$ cat config.mk
export PLATFORM = sky130hd
export DESIGN_NAME = bencode_stream_parser
export DESIGN_NICKNAME = d
export VERILOG_FILES = /design/src/hw/rtl/bsp_pkg.sv /design/src/hw/rtl/bencode_stream_parser.sv /design/src/hw/rtl/bsp_digit_accum.sv /design/src/hw/rtl/bsp_nest_stack.sv /design/src/hw/rtl/bsp_decoder.sv
export VERILOG_INCLUDE_DIRS = /design/src /design/src/hw/rtl
export SDC_FILE = /design/constraint.sdc
export NUM_CORES = 1
export LEC_CHECK = 0
export BUFFER_PORTS_ARGS = -buffer_cell sky130_fd_sc_hd__buf_2
export CORE_ASPECT_RATIO = 1.5
export CORE_MARGIN = 2
export CORE_UTILIZATION = 52
export DETAILED_ROUTE_END_ITERATION = 10
export PLACE_DENSITY_LB_ADDON = 0.12
export SLEW_MARGIN = 25
export SYNTH_ARGS = -nofsm -noshare
export SYNTH_HDL_FRONTEND = slang
export SYNTH_SLANG_ARGS = --single-unit
$ cat constraint.sdc
create_clock -name clk -period 6.92 [get_ports clk]
set_clock_uncertainty 0.05 [all_clocks]
set_input_delay 1.384 -clock clk [delete_from_list [all_inputs] [get_ports clk]]
set_output_delay 1.384 -clock clk [all_outputs]
set_load 0.01 [all_outputs]
$ cat src/hw/rtl/assert_macros.svh
// Assertion macros shared by the bencode parser RTL.
// Every macro samples on clk and is disabled while rst is high.
`ifndef ASSERT_MACROS_SVH
`define ASSERT_MACROS_SVH

// Plain property that must hold at every clock edge.
`define BSP_ASSERT(label, prop, msg) \
  label: assert property (@(posedge clk) disable iff (rst) (prop)) else $error(msg);

// Same-cycle implication.
`define BSP_ASSERT_IMPL(label, ante, cons, msg) \
  label: assert property (@(posedge clk) disable iff (rst) (ante) |-> (cons)) else $error(msg);

// Next-cycle implication.
`define BSP_ASSERT_NEXT(label, ante, cons, msg) \
  label: assert property (@(posedge clk) disable iff (rst) (ante) |=> (cons)) else $error(msg);

`endif

$ cat src/hw/rtl/bsp_pkg.sv
// Package for the bencode stream parser: types, codes, byte constants.
// No dependencies; imported by the top level, bsp_nest_stack and bsp_decoder.
`default_nettype none

package bsp_pkg;

  localparam int MAX_NEST  = 16;
  localparam int DEPTH_W   = $clog2(MAX_NEST + 1);
  localparam int STK_DEPTH = (MAX_NEST > 1) ? MAX_NEST - 1 : 1;
  localparam int STK_IDX_W = (STK_DEPTH > 1) ? $clog2(STK_DEPTH) : 1;

  typedef logic [DEPTH_W-1:0] depth_t;

  localparam logic [7:0] CH_D     = 8'h64;
  localparam logic [7:0] CH_L     = 8'h6C;
  localparam logic [7:0] CH_I     = 8'h69;
  localparam logic [7:0] CH_E     = 8'h65;
  localparam logic [7:0] CH_COLON = 8'h3A;
  localparam logic [7:0] CH_ZERO  = 8'h30;
  localparam logic [7:0] CH_NINE  = 8'h39;
  localparam logic [7:0] CH_PLUS  = 8'h2B;
  localparam logic [7:0] CH_MINUS = 8'h2D;

  localparam logic [63:0] INT_POS_LIMIT = 64'h7FFF_FFFF_FFFF_FFFF;
  localparam logic [63:0] INT_NEG_LIMIT = 64'h8000_0000_0000_0000;
  localparam logic [63:0] STR_LEN_MAX   = 64'h0000_0000_7FFF_FFFF;

  typedef enum logic [1:0] {
    KIND_NONE     = 2'd0,
    KIND_LIST     = 2'd1,
    KIND_DICT_KEY = 2'd2,
    KIND_DICT_VAL = 2'd3
  } kind_t;

  typedef enum logic [6:0] {
    PH_EXPECT     = 7'b0000001,
    PH_INT_SIGN   = 7'b0000010,
    PH_INT_DIGITS = 7'b0000100,
    PH_STR_LEN    = 7'b0001000,
    PH_STR_BODY   = 7'b0010000,
    PH_DONE       = 7'b0100000,
    PH_ERROR      = 7'b1000000
  } phase_t;

  typedef enum logic [2:0] {
    EV_NONE      = 3'd0,
    EV_DICT_OPEN = 3'd1,
    EV_LIST_OPEN = 3'd2,
    EV_CLOSE     = 3'd3,
    EV_INT_DONE  = 3'd4,
    EV_STR_LEN   = 3'd5,
    EV_STR_BYTE  = 3'd6,
    EV_ERROR     = 3'd7
  } event_t;

  typedef enum logic [2:0] {
    ERR_OK             = 3'd0,
    ERR_ILLEGAL        = 3'd1,
    ERR_EARLY_END      = 3'd2,
    ERR_BAD_NUMBER     = 3'd3,
    ERR_KEY_NOT_STRING = 3'd4,
    ERR_MISSING_VALUE  = 3'd5,
    ERR_TOO_DEEP       = 3'd6
  } err_t;

  // Stack command from the decoder; toggle flips key/value expectation
  // of the top entry, after the pop if there is one.
  typedef struct packed {
    logic  push;
    logic  pop;
    logic  toggle;
    kind_t push_kind;
  } stack_op_t;

  typedef struct packed {
    event_t      ev;
    logic [63:0] value;
    logic [4:0]  nest;
    logic        is_key;
    err_t        err;
    logic        complete;
  } result_t;

  function automatic kind_t toggle_kind(input kind_t k);
    kind_t r;
    unique case (k)
      KIND_DICT_KEY: r = KIND_DICT_VAL;
      KIND_DICT_VAL: r = KIND_DICT_KEY;
      default:       r = k;
    endcase
    return r;
  endfunction

endpackage

`default_nettype wire

$ cat src/hw/rtl/bencode_stream_parser.sv
// Top level of the bencode stream parser: input register, decoder, result register.
// Depends on bsp_pkg, bsp_decoder and assert_macros.svh.
//
//   channel   | valid       | stall        | payload
//   ----------+-------------+--------------+-------------------------------------------
//   byte in   | byte_valid  | byte_stall   | in_byte, end_of_data
//   event out | event_valid | event_stall  | event_res, value, nest_level, is_key,
//             |             |              | error_code, complete
//
// One item in, one event out; a new item may be taken every cycle.
// The item is captured in the input register, decoded against the parser state
// and written to the result register once that register is free.
// All per-byte work is one decimal multiply-accumulate (shift-add, 68-bit compare)
// plus a stack top update, all combinational between the decoder state registers.
// Reset clears control state only; there is no clearing pass, the stack entries
// are always written before they are read.
// A stalled result holds; the input register still takes one more item meanwhile.
`default_nettype none
`include "assert_macros.svh"

module bencode_stream_parser
  import bsp_pkg::*;
(
  input  wire logic               clk,
  input  wire logic               rst,

  input  wire logic               byte_valid,
  output logic                    byte_stall,
  input  wire logic [7:0]         in_byte,
  input  wire logic               end_of_data,

  output logic                    event_valid,
  input  wire logic               event_stall,
  output logic [2:0]              event_res,
  output logic signed [63:0]      value,
  output logic [4:0]              nest_level,
  output logic                    is_key,
  output logic [2:0]              error_code,
  output logic                    complete
);

  // input register
  logic       in_full;
  logic [7:0] in_data;
  logic       in_last;

  // result register
  result_t    res_d;
  result_t    res_q;

  logic       res_free;
  logic       advance;
  logic       take;

  assign res_free   = !event_valid || !event_stall;
  assign advance    = in_full && res_free;
  assign byte_stall = in_full && !res_free;
  assign take       = byte_valid && !byte_stall;

  always_ff @(posedge clk) begin
    if (rst) begin
      in_full <= 1'b0;
    end else if (take) begin
      in_full <= 1'b1;
    end else if (advance) begin
      in_full <= 1'b0;
    end
  end

  always_ff @(posedge clk) begin
    if (take) begin
      in_data <= in_byte;
      in_last <= end_of_data;
    end
  end

  bsp_decoder u_decoder (
    .clk         (clk),
    .rst         (rst),
    .advance     (advance),
    .in_byte     (in_data),
    .end_of_data (in_last),
    .result      (res_d)
  );

  always_ff @(posedge clk) begin
    if (rst) begin
      event_valid <= 1'b0;
    end else if (advance) begin
      event_valid <= 1'b1;
    end else if (!event_stall) begin
      event_valid <= 1'b0;
    end
  end

  always_ff @(posedge clk) begin
    if (advance) begin
      res_q <= res_d;
    end
  end

  assign event_res  = res_q.ev;
  assign value      = $signed(res_q.value);
  assign nest_level = res_q.nest;
  assign is_key     = res_q.is_key;
  assign error_code = res_q.err;
  assign complete   = res_q.complete;

  `BSP_ASSERT_IMPL(a_err_code, event_valid && (event_res == EV_ERROR), error_code != ERR_OK, "error event without code")
  `BSP_ASSERT_IMPL(a_ok_code, event_valid && (event_res != EV_ERROR), error_code == ERR_OK, "code on a non-error event")
  `BSP_ASSERT_IMPL(a_complete_ok, event_valid && complete, event_res != EV_ERROR, "complete on an error event")

endmodule

`default_nettype wire

$ cat src/hw/rtl/bsp_digit_accum.sv
// Decimal accumulate step: accum * 10 + digit, with a range check.
// Depends on nothing; uses neither the package nor the assertion macros.
`default_nettype none

module bsp_digit_accum (
  input  wire logic [63:0] accum,
  input  wire logic [3:0]  digit,
  input  wire logic [63:0] limit,
  output logic      [63:0] accum_next,
  output logic             overflow
);

  logic [67:0] wide;

  // accum*10 = accum*8 + accum*2; a > (L-d)/10 is the same as 10a+d > L
  assign wide = ({4'b0, accum} << 3) + ({4'b0, accum} << 1) + {64'b0, digit};
  assign accum_next = wide[63:0];
  assign overflow   = wide > {4'b0, limit};

endmodule

`default_nettype wire

$ cat src/hw/rtl/bsp_nest_stack.sv
// Stack of open containers: top entry in a register, the rest in a small array.
// Depends on bsp_pkg and assert_macros.svh.
`default_nettype none
`include "assert_macros.svh"

module bsp_nest_stack
  import bsp_pkg::*;
(
  input  wire logic      clk,
  input  wire logic      rst,
  input  wire logic      commit,
  input  wire stack_op_t op,
  input  wire logic      clear,
  output depth_t         depth,
  output kind_t          top,
  output depth_t         depth_next,
  output kind_t          top_next
);

  kind_t  under [STK_DEPTH];
  depth_t depth_m1;
  depth_t depth_m2;
  kind_t  under_rd;

  assign depth_m1 = depth - depth_t'(1);
  assign depth_m2 = depth - depth_t'(2);
  assign under_rd = under[depth_m2[STK_IDX_W-1:0]];

  always_comb begin
    depth_next = depth;
    top_next   = top;
    if (op.push) begin
      depth_next = depth + depth_t'(1);
      top_next   = op.push_kind;
    end else if (op.pop) begin
      depth_next = depth_m1;
      top_next   = (depth >= depth_t'(2)) ? under_rd : KIND_NONE;
      if (op.toggle) begin
        top_next = toggle_kind(top_next);
      end
    end else if (op.toggle) begin
      top_next = toggle_kind(top);
    end
  end

  always_ff @(posedge clk) begin
    if (rst) begin
      depth <= '0;
      top   <= KIND_NONE;
    end else if (commit) begin
      if (clear) begin
        depth <= '0;
        top   <= KIND_NONE;
      end else begin
        depth <= depth_next;
        top   <= top_next;
      end
    end
  end

  // old top sinks into the array on a push
  always_ff @(posedge clk) begin
    if (commit && op.push && (depth != '0)) begin
      under[depth_m1[STK_IDX_W-1:0]] <= top;
    end
  end

  `BSP_ASSERT(a_depth_bound, depth <= depth_t'(MAX_NEST), "nesting depth beyond MAX_NEST")
  `BSP_ASSERT_IMPL(a_empty_top, depth == '0, top == KIND_NONE, "empty stack with a top kind")

endmodule

`default_nettype wire

$ cat src/hw/rtl/bsp_decoder.sv
// Token decoder: phase, number accumulator and string counter per byte.
// Depends on bsp_pkg, bsp_digit_accum, bsp_nest_stack, assert_macros.svh.
`default_nettype none
`include "assert_macros.svh"

module bsp_decoder
  import bsp_pkg::*;
(
  input  wire logic       clk,
  input  wire logic       rst,
  input  wire logic       advance,
  input  wire logic [7:0] in_byte,
  input  wire logic       end_of_data,
  output result_t         result
);

  phase_t      phase, phase_next;
  logic [63:0] accum, accum_next;
  logic        negative, negative_next;
  logic        digit_seen, digit_seen_next;
  logic [30:0] remaining, remaining_next;
  logic        key_flag, key_flag_next;

  stack_op_t   op;
  logic        clear;
  depth_t      depth, depth_next;
  kind_t       top, top_next;

  logic        is_digit;
  logic [63:0] limit;
  logic [63:0] acc_step;
  logic        acc_ovf;

  event_t      ev;
  err_t        err;
  logic [63:0] val;
  logic        key;
  logic        done;
  depth_t      nest_depth;

  assign is_digit = (in_byte >= CH_ZERO) && (in_byte <= CH_NINE);
  assign limit    = (phase == PH_STR_LEN) ? STR_LEN_MAX :
                    (negative ? INT_NEG_LIMIT : INT_POS_LIMIT);

  bsp_digit_accum u_accum (
    .accum      (accum),
    .digit      (in_byte[3:0]),
    .limit      (limit),
    .accum_next (acc_step),
    .overflow   (acc_ovf)
  );

  bsp_nest_stack u_stack (
    .clk        (clk),
    .rst        (rst),
    .commit     (advance),
    .op         (op),
    .clear      (clear),
    .depth      (depth),
    .top        (top),
    .depth_next (depth_next),
    .top_next   (top_next)
  );

  always_comb begin
    phase_next      = phase;
    accum_next      = accum;
    negative_next   = negative;
    digit_seen_next = digit_seen;
    remaining_next  = remaining;
    key_flag_next   = key_flag;
    op              = '{push: 1'b0, pop: 1'b0, toggle: 1'b0, push_kind: KIND_NONE};
    clear           = 1'b0;
    ev              = EV_NONE;
    err             = ERR_OK;
    val             = '0;
    key             = 1'b0;
    done            = 1'b0;

    unique case (phase)
      PH_EXPECT: begin
        if (in_byte == CH_E) begin
          if (depth == '0) begin
            err = ERR_ILLEGAL;
          end else if (top == KIND_DICT_VAL) begin
            err = ERR_MISSING_VALUE;
          end else begin
            op.pop = 1'b1;
            ev     = EV_CLOSE;
            if (depth == depth_t'(1)) begin
              phase_next = PH_DONE;
              done       = 1'b1;
            end else begin
              op.toggle = 1'b1;
            end
          end
        end else if ((in_byte == CH_D) || (in_byte == CH_L) || (in_byte == CH_I)) begin
          if (top == KIND_DICT_KEY) begin
            err = ERR_KEY_NOT_STRING;
          end else if (in_byte == CH_I) begin
            accum_next      = '0;
            negative_next   = 1'b0;
            digit_seen_next = 1'b0;
            phase_next      = PH_INT_SIGN;
          end else if (depth >= depth_t'(MAX_NEST)) begin
            err = ERR_TOO_DEEP;
          end else begin
            op.push      = 1'b1;
            op.push_kind = (in_byte == CH_D) ? KIND_DICT_KEY : KIND_LIST;
            ev           = (in_byte == CH_D) ? EV_DICT_OPEN : EV_LIST_OPEN;
          end
        end else if (is_digit) begin
          accum_next      = {60'b0, in_byte[3:0]};
          digit_seen_next = 1'b1;
          key_flag_next   = (top == KIND_DICT_KEY);
          phase_next      = PH_STR_LEN;
        end else begin
          err = ERR_ILLEGAL;
        end
      end

      PH_INT_SIGN, PH_INT_DIGITS: begin
        if ((phase == PH_INT_SIGN) && ((in_byte == CH_MINUS) || (in_byte == CH_PLUS))) begin
          negative_next = (in_byte == CH_MINUS);
          phase_next    = PH_INT_DIGITS;
        end else if (is_digit) begin
          if (acc_ovf) begin
            err = ERR_BAD_NUMBER;
          end else begin
            accum_next      = acc_step;
            digit_seen_next = 1'b1;
            phase_next      = PH_INT_DIGITS;
          end
        end else if ((in_byte == CH_E) && digit_seen) begin
          ev  = EV_INT_DONE;
          val = negative ? (64'd0 - accum) : accum;
          if (depth == '0) begin
            phase_next = PH_DONE;
            done       = 1'b1;
          end else begin
            op.toggle  = 1'b1;
            phase_next = PH_EXPECT;
          end
        end else begin
          err = ERR_BAD_NUMBER;
        end
      end

      PH_STR_LEN: begin
        if (is_digit) begin
          if (acc_ovf) begin
            err = ERR_BAD_NUMBER;
          end else begin
            accum_next = acc_step;
          end
        end else if (in_byte == CH_COLON) begin
          ev             = EV_STR_LEN;
          val            = accum;
          key            = key_flag;
          remaining_next = accum[30:0];
          if (accum != '0) begin
            phase_next = PH_STR_BODY;
          end else if (depth == '0) begin
            phase_next = PH_DONE;
            done       = 1'b1;
          end else begin
            op.toggle  = 1'b1;
            phase_next = PH_EXPECT;
          end
        end else begin
          err = ERR_BAD_NUMBER;
        end
      end

      PH_STR_BODY: begin
        ev             = EV_STR_BYTE;
        val            = {56'b0, in_byte};
        key            = key_flag;
        remaining_next = remaining - 31'd1;
        if (remaining == 31'd1) begin
          if (depth == '0) begin
            phase_next = PH_DONE;
            done       = 1'b1;
          end else begin
            op.toggle  = 1'b1;
            phase_next = PH_EXPECT;
          end
        end
      end

      PH_DONE: begin
        done = 1'b1;
      end

      PH_ERROR: begin
      end

      default: begin
        err = ERR_ILLEGAL;
      end
    endcase

    // last byte: close open containers quietly if none pending, else error
    if ((err == ERR_OK) && end_of_data && (phase != PH_DONE) && (phase != PH_ERROR)
        && (phase_next != PH_DONE)) begin
      if ((phase_next != PH_EXPECT) || (depth_next == '0)) begin
        err = ERR_EARLY_END;
      end else if (top_next == KIND_DICT_VAL) begin
        err = ERR_MISSING_VALUE;
      end else begin
        clear      = 1'b1;
        phase_next = PH_DONE;
        done       = 1'b1;
      end
    end

    if (err != ERR_OK) begin
      ev         = EV_ERROR;
      val        = '0;
      key        = 1'b0;
      done       = 1'b0;
      phase_next = PH_ERROR;
    end
  end

  assign nest_depth = clear ? '0 : depth_next;

  always_comb begin
    result.ev       = ev;
    result.value    = val;
    result.nest     = 5'(nest_depth);
    result.is_key   = key;
    result.err      = err;
    result.complete = done;
  end

  always_ff @(posedge clk) begin
    if (rst) begin
      phase      <= PH_EXPECT;
      accum      <= '0;
      negative   <= 1'b0;
      digit_seen <= 1'b0;
      remaining  <= '0;
      key_flag   <= 1'b0;
    end else if (advance) begin
      phase      <= phase_next;
      accum      <= accum_next;
      negative   <= negative_next;
      digit_seen <= digit_seen_next;
      remaining  <= remaining_next;
      key_flag   <= key_flag_next;
    end
  end

  `BSP_ASSERT_NEXT(a_error_sticks, phase == PH_ERROR, phase == PH_ERROR, "left error phase")
  `BSP_ASSERT_IMPL(a_done_empty, phase == PH_DONE, depth == '0, "containers open after done")

endmodule

`default_nettype wire

==> results.cfg <==
[synthesis]
synthesis.instances = 2235
ys_ff_latch = 230
synth_area_per_cell_um2 = 8.40
syn-num-nets = 2458
synth_edf_count = 116
synth_ff_type = edfxtp_1
ys_types = 93
async_flop_share_pct = 0
synthesis.area_um2 = 18800
synth_warnings = 0
ys_seq_area_share_pct = 30.7

[cts]
clock-sinks = 230
clkTransAtPathRegs_ns = 0.06
holdBufCountCts = 0
root_buffer = clkbuf_16
cts_tree = yes
htreeDepth = 1
clk_latency_ns = 0.54
cts_buffers = 25
cts_buffer_depth = 3

[sta]
setup_ws_ns = 0.316
slew_headroom_pct = 32.4
worstMarginPinSlew_ns = 1.01
fmax_mhz = 151
hold_viol = 0
setup_viol = 0
fin_crit_sh_pct = 95.4
slew_viol_final = 0
post-route-min-period_ns = 6.60

[place]
place_inst = 2807
io_buffers = 91
routabilityCongestion = 0.970
hpwlAfterDp_mm = 46.0
dpl-instance-area_um2 = 20300
dp_worst_setup_slack_ns = 0.110

[route]
routed_wl_mm = 60.5
final_antenna_net_count = 0
drc = 0
initialDrtViolationCount = 1519
wl_per_cell_um = 21.2
first_pass_iters = 6
via_per_inst = 6.38
vias = 18200

[critical_path]
rrSetupSlack_ns = 0.32
worst_ep_required_time_ns = 7.35
startpoint_type = flip-flop
path_buf_inv = 7
critPathMostFrequentCell = buf_4
cpMaxStageDelayCell = fa_1
max_stage_delay_ns = 0.56
criticalPathCategory = reg2reg
r2r-start = in_data[3]
crit_path_max_fanout = 21
cp-startpoint = in_data[3]
reg2reg_depth = 27
endpoint_kind = flip-flop
r2r-end = u_decoder.accum[23]
arrival_ns = 7.03
crit_family = compound AO/OA/AOI/OAI gates

[pwr]
p_per_area_nw_per_um2 = 150
power_mw = 3.21
power_leakage_nw = 9.34
peakVddDrop_v = 0.000197

[floorplan]
io_pins = 92
fp.coreArea_um2 = 35700
dieArea_um2 = 37700
start_util_pct = 52.5
die_y_um = 237
rows = 85
fp.dieW_um = 159

[global_route]
grt_usage_pct = 31.1
grt_max_degree = 56
antenna_found_initial = 0
grt_pass1_wl_mm = 94.8
grt-ovfl-total = 0
first_global_vias = 17500

[final_layout]
fin_nets = 2585
finalNonFillerCells = 2858
area.growth.synth_to_final_pct = 14.3
final_util_pct = 60.1
antenna_cells = 0
drive_gt1_share_pct = 14.8
stdcell_area_um2 = 21500

[hold_path]
hold-path-cell-count = 2
min_from = in_full
holdPathEnd = event_valid
min_path_type = reg2reg

[status]
status = complete, no violations

[flow_run]
maxCapViolCount = 0
logic make-up after synthesis:
kind of cell | synth area share, %
buf+inv | 3.82
fa+ha+maj | 14.1
simple gates | 22.9
compound gates | 23.9
flops | 30.7
xor+xnor | 3.31
mux | 1.27
layer usage:
| layer | global-route usage, % | vias up | share of wire, % |
|---|---|---|---|
| met5 | 0 | - | 0 |
| li1 | - | 8699 | - |
| met1 | 39.1 | 8693 | 41 |
| met4 | 13.8 | 0 | 4.5 |
| met2 | 54.4 | 700 | 49 |
| met3 | 2.57 | 154 | 5.8 |
area by class of cell:
| cell class | instances | area [um^2] |
|---|---|---|
| Clock inverter | 14 | 292 |
| Clock buffer | 31 | 668 |
| Sequential cell | 230 | 5770 |
| Fill cell | 3278 | 14300 |
| Multi-Input combinational cell | 1836 | 12400 |
| Timing Repair Buffer | 226 | 1530 |
| Tap cell | 478 | 598 |
| Inverter | 43 | 164 |
per-stage QoR:
step,hold slack [ns],TNS (ns)
after floorplan,0.401,0
after global placement,0.415,0
after detailed placement,0.426,0
after CTS,0.448,0
after global routing,0.467,-0.281
final,0.442,0
report_power, final:
group          leakage (nW)  total [mW]  switching, mW  internal, mW
Sequential             2.00        1.47         0.0173          1.45
Clock                 0.467        1.57          0.559          1.02
Combinational          6.87       0.166          0.112        0.0533
worst reg2reg max path, delay by kind of cell, from the launching register on:
kind	cells	cell delay [ns]
adders and majority gates	3	1.30
AOI/OAI and AO/OA	12	2.42
xor gates and xnor gates	1	0.28
DFF	1	0.42
and+or+nand+nor	4	0.93
buffers and inverters	7	1.14
timing repair:
| item | in CTS | in global routing |
|---|---|---|
| endpoints found under the hold margin | 0 | 0 |
| gates resized for setup | 0 | 21 |
| endpoints found under the setup margin | 0 | 144 |
| buffers inserted | 0 | 4 |
flip-flops by register name, indices dropped and copies added (netlist names):
register,flops
u_decoder.u_stack.under,30
is_key,1
event_res,3
u_decoder.remaining,31
in_data,8
complete,1
u_decoder.accum,64
in_last,1
event_valid,1
u_decoder.digit_seen,1
u_decoder.key_flag,1
u_decoder.u_stack.top,2
error_code,3
nest_level,5
in_full,1
value,64
u_decoder.negative,1
u_decoder.phase,7
u_decoder.u_stack.depth,5
Yosys cell counts (15+ instances only):
cell | count | area [um^2]
ha_1 | 208 | 2600
and3_1 | 20 | 125
nor3b_1 | 15 | 113
a31oi_1 | 19 | 119
xnor2_1 | 46 | 403
a21o_1 | 31 | 233
nor3_1 | 72 | 360
o21ai_0 | 141 | 706
o31ai_1 | 27 | 203
nor2_1 | 210 | 788
nor2b_1 | 22 | 138
a22oi_1 | 19 | 143
xor2_1 | 25 | 219
or2_2 | 18 | 113
o21a_1 | 20 | 150
inv_1 | 42 | 158
clkbuf_1 | 96 | 360
nand3_1 | 47 | 235
nand4_1 | 47 | 294
or3_1 | 28 | 175
a22o_1 | 61 | 534
nand2_1 | 243 | 912
edfxtp_1 | 116 | 3480
nor4_1 | 30 | 188
dfxtp_1 | 114 | 2280
a21oi_1 | 226 | 1130
a211oi_1 | 22 | 165
worst max path at each step:
stage                                     end  slack, ns  cells past startpoint
after floorplan           u_decoder.accum[40]       0.59                     26
after global placement           event_res[2]       0.15                     27
after detailed placement  u_decoder.accum[23]       0.11                     27
after CTS                 u_decoder.accum[51]       0.06                     27
after global routing      u_decoder.accum[23]      -0.02                     33
final                     u_decoder.accum[23]       0.32                     27
layout by cell type (no fill, tap or decap), types with 13 or more instances in the layout:
cell,synthesis,final
a21o_1,31,31
a22o_1,61,61
a211oi_1,22,21
or4_1,14,13
xnor2_1,46,46
nor3b_1,15,15
a21oi_1,226,222
o21a_1,20,20
o21ai_0,141,139
dfxtp_1,114,113
buf_2,14,92
edfxtp_1,116,116
buf_4,1,129
a31oi_1,19,19
nor2b_1,22,22
and3_1,20,20
nor3_1,72,72
nand3_1,47,45
a22oi_1,19,19
xor2_1,25,25
or3_1,28,27
nor4_1,30,28
nand2_1,243,243
o31ai_1,27,26
nand2b_1,14,14
ha_1,208,208
nand4b_1,13,13
inv_1,42,40
clkbuf_16,0,26
nor2_1,210,209
or2_2,18,18
nand4_1,47,47
(Power assumes the default switching activity.)
